File: config.mk
export PLATFORM = sky130hd
export DESIGN_NAME = bfr_clear_seq
export DESIGN_NICKNAME = d
export VERILOG_FILES = /design/src/rtl/bfr_pkg.sv /design/src/rtl/bfr_clear_seq.sv
export SDC_FILE = /design/constraint.sdc
export NUM_CORES = 1
export LEC_CHECK = 0
export BUFFER_PORTS_ARGS = -buffer_cell sky130_fd_sc_hd__buf_2
export CAP_MARGIN = 20
export CORE_ASPECT_RATIO = 0.6
export CORE_MARGIN = 3
export CORE_UTILIZATION = 55
export CTS_BUF_LIST = sky130_fd_sc_hd__clkbuf_8
export DETAILED_ROUTE_END_ITERATION = 12
export HOLD_SLACK_MARGIN = 0.03
export PLACE_DENSITY_LB_ADDON = 0.1
export SLEW_MARGIN = 20
export SYNTH_ARGS = -nofsm -noshare
export SYNTH_HDL_FRONTEND = slang
export SYNTH_SLANG_ARGS = --single-unit
export TNS_END_PERCENT = 100
File: constraint.sdc
create_clock -name clk -period 4.46 [get_ports clk]
set_input_delay 0 -clock clk [delete_from_list [all_inputs] [get_ports clk]]
set_output_delay 0 -clock clk [all_outputs]
set_load 0.01 [all_outputs]
File: src/rtl/bfr_pkg.sv
// shared types and constants of the shortest path edge relaxer
package bfr_pkg;

    localparam int NODE_W     = 12;
    localparam int COUNT_W    = 13;
    localparam int WEIGHT_W   = 16;
    localparam int OUT_DIST_W = 32;
    localparam int CFG_IDX_W  = 2;

    localparam logic [CFG_IDX_W-1:0] REG_SOURCE_NODE = 2'd0;
    localparam logic [CFG_IDX_W-1:0] REG_NODE_COUNT  = 2'd1;

    localparam logic [NODE_W-1:0]  SOURCE_NODE_RST = 12'd0;
    localparam logic [COUNT_W-1:0] NODE_COUNT_RST  = 13'd4096;

    typedef enum logic [1:0] {
        ACT_RELAX = 2'd0,
        ACT_READ  = 2'd1,
        ACT_CLEAR = 2'd2
    } action_t;

    typedef enum logic [1:0] {
        CLR_IDLE,
        CLR_SWEEP,
        CLR_SOURCE
    } clr_state_t;

    typedef struct packed {
        action_t action;
        logic    eop;
        logic    from_ok;
        logic    to_ok;
        logic    hit_from;
        logic    hit_to;
    } s1_ctrl_t;

endpackage

File: src/rtl/bfr_clear_seq.sv
// clear sequencer: sweeps the distance memory to unreachable, then zeroes the source
module bfr_clear_seq #(
    parameter int NODES     = 4096,
    parameter int DIST_BITS = 32
) (
    input  logic                         clk,
    input  logic                         rst_n,
    input  logic                         start,
    input  logic [bfr_pkg::NODE_W-1:0]   source_node,
    input  logic [bfr_pkg::COUNT_W-1:0]  node_count,
    output logic                         busy,
    output logic                         we,
    output logic [$clog2(NODES)-1:0]     waddr,
    output logic [DIST_BITS-1:0]         wdata
);

    import bfr_pkg::*;

    localparam int AW    = $clog2(NODES);
    localparam int IDX_W = ((AW > NODE_W) ? AW : NODE_W) + 1;
    localparam logic [IDX_W-1:0]     NODES_X  = IDX_W'(NODES);
    localparam logic [DIST_BITS-1:0] DIST_MAX = '1;

    clr_state_t       state_reg;
    clr_state_t       state_next;
    logic [IDX_W-1:0] cnt_reg;
    logic [IDX_W-1:0] cnt_next;
    logic [IDX_W-1:0] count_ext;
    logic [IDX_W-1:0] lim;
    logic [IDX_W-1:0] src_ext;
    logic [IDX_W-1:0] cnt_inc;

    assign count_ext = IDX_W'(node_count);
    assign lim       = (count_ext > NODES_X) ? NODES_X : count_ext;
    assign src_ext   = IDX_W'(source_node);
    assign cnt_inc   = cnt_reg + IDX_W'(1);

    always_ff @(posedge clk or negedge rst_n)
    begin
        if (!rst_n)
        begin
            state_reg <= CLR_IDLE;
            cnt_reg   <= '0;
        end
        else
        begin
            state_reg <= state_next;
            cnt_reg   <= cnt_next;
        end
    end

    always_comb
    begin
        state_next = state_reg;
        cnt_next   = cnt_reg;
        we         = 1'b0;
        waddr      = cnt_reg[AW-1:0];
        wdata      = DIST_MAX;
        case (state_reg)
            CLR_IDLE:
            begin
                if (start)
                begin
                    cnt_next   = '0;
                    state_next = (lim == '0) ? CLR_SOURCE : CLR_SWEEP;
                end
            end
            CLR_SWEEP:
            begin
                we       = 1'b1;
                cnt_next = cnt_inc;
                if (cnt_inc == lim)
                begin
                    state_next = CLR_SOURCE;
                end
            end
            CLR_SOURCE:
            begin
                we         = src_ext < NODES_X;
                waddr      = src_ext[AW-1:0];
                wdata      = '0;
                state_next = CLR_IDLE;
            end
            default:
            begin
                state_next = CLR_IDLE;
            end
        endcase
    end

    assign busy = state_reg != CLR_IDLE;

endmodule

# Word-level counts from Yosys, hierarchy flattened
# Index checks and enable logic that the tools add are counted.
dict set report word_totals {
  inputBits 28
  regBits 15
}
dict set report classes {
  mux 10
  eq_ne 5
  n_lt_le_gt_ge 2
  addsub 1
  n_reduce_logical 6
}
# cell count
set ops {}
lappend ops {{two-way mux 32 bit} 1}
lappend ops {{two-way mux 13 bit} 2}
lappend ops {{one-hot mux 13 bit (2 select lines)} 1}
lappend ops {{adder 13 x 1 -> 13 bit, second input constant} 1}
lappend ops {{== test 13 bit} 1}
lappend ops {{> comparator 13 bit, second input constant} 1}
lappend ops {{logical NOT 13 bit} 1}
lappend ops {{< comparator 12 x 13 -> 1 bit, second input constant} 1}
lappend ops {{two-way mux 12 bit} 1}
lappend ops {{two-way mux 2 bit} 3}
lappend ops {{!= test 2 bit, second input constant} 2}
lappend ops {{one-hot mux 2 bit (2 select lines)} 1}
lappend ops {{AND reduction 2 bit} 2}
lappend ops {{nonzero test 2 bit} 2}
lappend ops {{== test 2 x 1 -> 1 bit, second input constant} 1}
lappend ops {{== test 2 bit, second input constant} 1}
lappend ops {{logical NOT 2 bit} 1}
lappend ops {{one-hot mux 1 bit (2 select lines)} 1}

# Longest topological paths before layout
dict set report logic_depth {
  depth_word 6
  mapped_depth 9
  mapped_depth_nobuf 8
}

# Worst setup path after synthesis
# OpenSTA, ideal clock, no wires.
dict set report synth_timing {
  kind {register to register}
  from {register cnt_reg[1]}
  to {register state_reg[0]}
  required_ps 4328
  synth_period_minus_slack_ps 2532
  setup_time_ps 132
  setup_slack_ps 1928
  path_stages_with_launch 10
  arrival_time_ps 2400
  path_cell_list {dfrtp_1 -> ha_1 -> buf_4 -> nand3_1 -> o31a_1 -> or4_1 -> o22a_1 -> a221oi_2 -> a31oi_1 -> or3b_1}
}
dict set report synth_between {
  elab_chain_len 4
}
# item line
set synth_rtl {}
lappend synth_rtl {{start, declared} bfr_clear_seq.sv:26} ;# logic [IDX_W-1:0] cnt_reg;
lappend synth_rtl {{start signal, assigned} bfr_clear_seq.sv:48} ;# cnt_reg <= cnt_next;
lappend synth_rtl {{adder 13 x 1 -> 13 bit} bfr_clear_seq.sv:36} ;# assign cnt_inc = cnt_reg + IDX_W'(1);
lappend synth_rtl {{== test 13 bit} bfr_clear_seq.sv:72} ;# if (cnt_inc == lim)
lappend synth_rtl {{!= test 2 bit (no source line)} n/a}
lappend synth_rtl {{AND reduction 2 bit (no source line)} n/a}
lappend synth_rtl {{end signal, assigned} bfr_clear_seq.sv:47} ;# state_reg <= state_next;
lappend synth_rtl {{end, declared} bfr_clear_seq.sv:24} ;# clr_state_t state_reg;
# Every way passes these cells.
# A chain may end at the register's enable or synchronous reset.

# Worst setup path after layout
dict set report layout_timing {
  from {register cnt_reg[0]}
  to {register state_reg[0]}
}
# Same word-level chain as after synthesis.

==> impl_metrics.tcl <==
set metrics [dict create \
    status "finished, final reports clean" \
    reg2regPathDepth 8 \
    synth_nets 260 \
    synth_area_sq_mm 0.00190 \
    synth_area_per_cell_sq_um 8.35 \
    worstPathRequired_ns 4.60 \
    end_kind "register" \
    p_leak_nw 0.932 \
    fillers 275 \
    viasPerCell 6.02 \
    p_per_area_mw_per_mm2 458 \
    maxClockFrequency_mhz 329 \
    drc_errors 0 \
    post_cts_buffers 0 \
    die_h_um 51.6 \
    cts.sinks 15 \
    ios 74 \
    path_max_fanout 12 \
    cts-root-buf "clkbuf_8" \
    ys_types 57 \
    cts_tree "yes" \
    synth_top_area_share_pct 19.7 \
    numCtsBuffers 3 \
    grt_antenna_before_repair 0 \
    clock_latency_ns 0.25 \
    vias 1825 \
    rsz0062_at_grt "false" \
    core-area_sq_mm 0.00308 \
    grt_start_max_net_pins 33 \
    gp_congestion 0.964 \
    route.met2.wl_mm 2.12 \
    cts_resized 0 \
    min_path_type "in2reg" \
    synth_seq_cells 15 \
    dieArea_sq_mm 0.00423 \
    highest_layer "met4" \
    cp-endpoint "state_reg[0]" \
    synth-edff-count 0 \
    critPathKind "reg2reg" \
    peakVddDrop_mv 0.346 \
    grt_pass1_vias 1652 \
    wl_met3_um 800 \
    clockBufferDepth 2 \
    crit_start "cnt_reg[0]" \
    r2r_end "state_reg[0]" \
    drt-met1-wl_mm 2.23 \
    antenna_cells 0 \
    fin_crit_sh_pct 68.1 \
    tightestPinTransition_ns 0.663 \
    slew-limit-headroom_pct 55.7 \
    critPathLaunchType "register" \
    wl_per_cell_um 17.1 \
    synth.most_common_cell "buf_4" \
    ys.flop_type "dfrtp_1" \
    hpwl_mm 4.00 \
    fin_skew_ns 0.00450 \
    tns_ns 0 \
    chipWidth_um 82.0 \
    rows 15 \
    initial_utilization_pct 61.9 \
    dr.pass1.iters 5 \
    drt_iter0_drc 242 \
    htreeDepth 1 \
    area_delta_synth_final_pct 6.83 \
    clkTransAtPathRegs_ns 0.07 \
    drv_slew 0 \
    hp-start "start" \
    yosysTopAreaCell "dfrtp_1" \
    fin_util_pct 66.1 \
    cp.arrival_ns 3.17 \
    setup_viol 0 \
    drv_cap 0 \
    wirelength_mm 5.19 \
    multi_input_area_sq_mm 0.00114 \
    drtAntennaViolNets 0 \
    yosys-top-cells-count "buf_4 (32), nand2_1 (22), o21ai_0 (16)" \
    grt_pass1_wl_mm 8.45 \
    path_cells "ha_1 -> nand3_1 -> o31a_1 -> or4_1 -> o22a_1 -> a221oi_2 -> a31oi_1 -> or3b_1" \
    yosys_warnings 0 \
    grt_usage_pct 26.5 \
    port-buffer-count 73 \
    r2r-start "cnt_reg[0]" \
    synth-async-reset-ratio_pct 100 \
    cp_slowest_cell "dfrtp_1" \
    drive_gt1_share_pct 36.4 \
    seqCellArea_sq_um 375 \
    rrSetupSlack_ns 1.42 \
    yosys-top-cells-area "dfrtp_1 (20%), buf_4 (13%), xnor2_1 (5.5%)" \
    grt-ovfl-total 0 \
    min_period_ns 3.04 \
    yosysSeqAreaShare_pct 19.7 \
    nets 294 \
    hold_violations 0 \
    postCtsHoldBufs 1 \
    largest_reg_flops 13 \
    synth_cells 228 \
    max_stage_delay_ns 0.56 \
]
-- where the power goes --
part	internal, mW	switching [mW]	total (mW)
combinational	0.245	0.378	0.623
sequential	0.156	0.0370	0.193
clock	0.0612	0.0539	0.115
-- cells by family (layout without fill, tap and decap cells) --
family / Yosys count / in the layout / share of synthesized area (%)
buffers and inverters: 57 / 90 / 20.6
XOR/XNOR: 21 / 21 / 11.2
AO/OA/AOI/OAI: 49 / 49 / 18.1
multiplexers: 10 / 10 / 5.78
adder cells (fa/ha/maj): 4 / 4 / 2.63
AND/OR/NAND/NOR: 72 / 72 / 21.9
flip-flops: 15 / 15 / 19.7
-- cell usage in the layout, fill, tap and decap left out, types with 3 or more instances in the layout --
cell and count:
nor4_1 3, nor2_1 7, a32o_1 3, nor3_1 6, inv_1 12, o21ai_0 16, buf_2 73, nand4_1 4
ha_1 4, a21oi_1 5, dfrtp_1 15, clkbuf_8 3, mux2_2 8, a22o_1 4, xor2_1 7, xnor2_1 12
nand3_1 10, nand2_1 22, a31oi_1 4
-- layout make-up --
type | instances | share of cell area [%]
multi-input combinational | 156 | 55.9
timing repair buffer | 75 | 18.8
sequential | 15 | 18.5
tap | 42 | 2.58
clock buffer | 3 | 2.03
inverter | 11 | 2.03
clock inverter | 1 | 0.185
-- routing by layer --
layer  vias up  GRT usage, %
met3         8          6.92
met4         0          4.97
met5         -             0
met1       821          41.0
met2       134          36.5
li1        862             -
-- worst min path at each step --
stage	slack, ns	cells after the start	to
4_1_cts	0.14	3	cnt_reg[12]
3_5_place_dp	-0.06	1	cnt_reg[7]
3_3_place_gp	-0.06	1	cnt_reg[8]
2_1_floorplan	-0.30	0	cnt_reg[0]
5_1_grt	0.18	3	cnt_reg[12]
6_report	0.15	3	cnt_reg[12]
-- per-stage QoR --
stage | instances | cell area (sq um) | power, mW | hold slack [ns] | setup slack (ns)
detailed placement | 298 | 1980 | 0.812 | -0.0555 | 1.51
global route | 303 | 2030 | 1.01 | 0.179 | 1.21
global placement | 298 | 1980 | 0.806 | -0.0615 | 1.63
finish | 303 | 2030 | 0.931 | 0.150 | 1.42
CTS | 303 | 2030 | 0.931 | 0.144 | 1.49
floorplan | 228 | 1900 | 0.732 | -0.296 | 1.93
-- critical path: cells and delay by family (launching register included) --
kind                     cells  cell delay [ns]
AO/OA/AOI/OAI                4             0.96
flip-flops                   1             0.56
AND/OR/NAND/NOR              3             1.02
adder cells (fa/ha/maj)      1             0.39
Note: power is estimated with default switching activity, not from simulation.
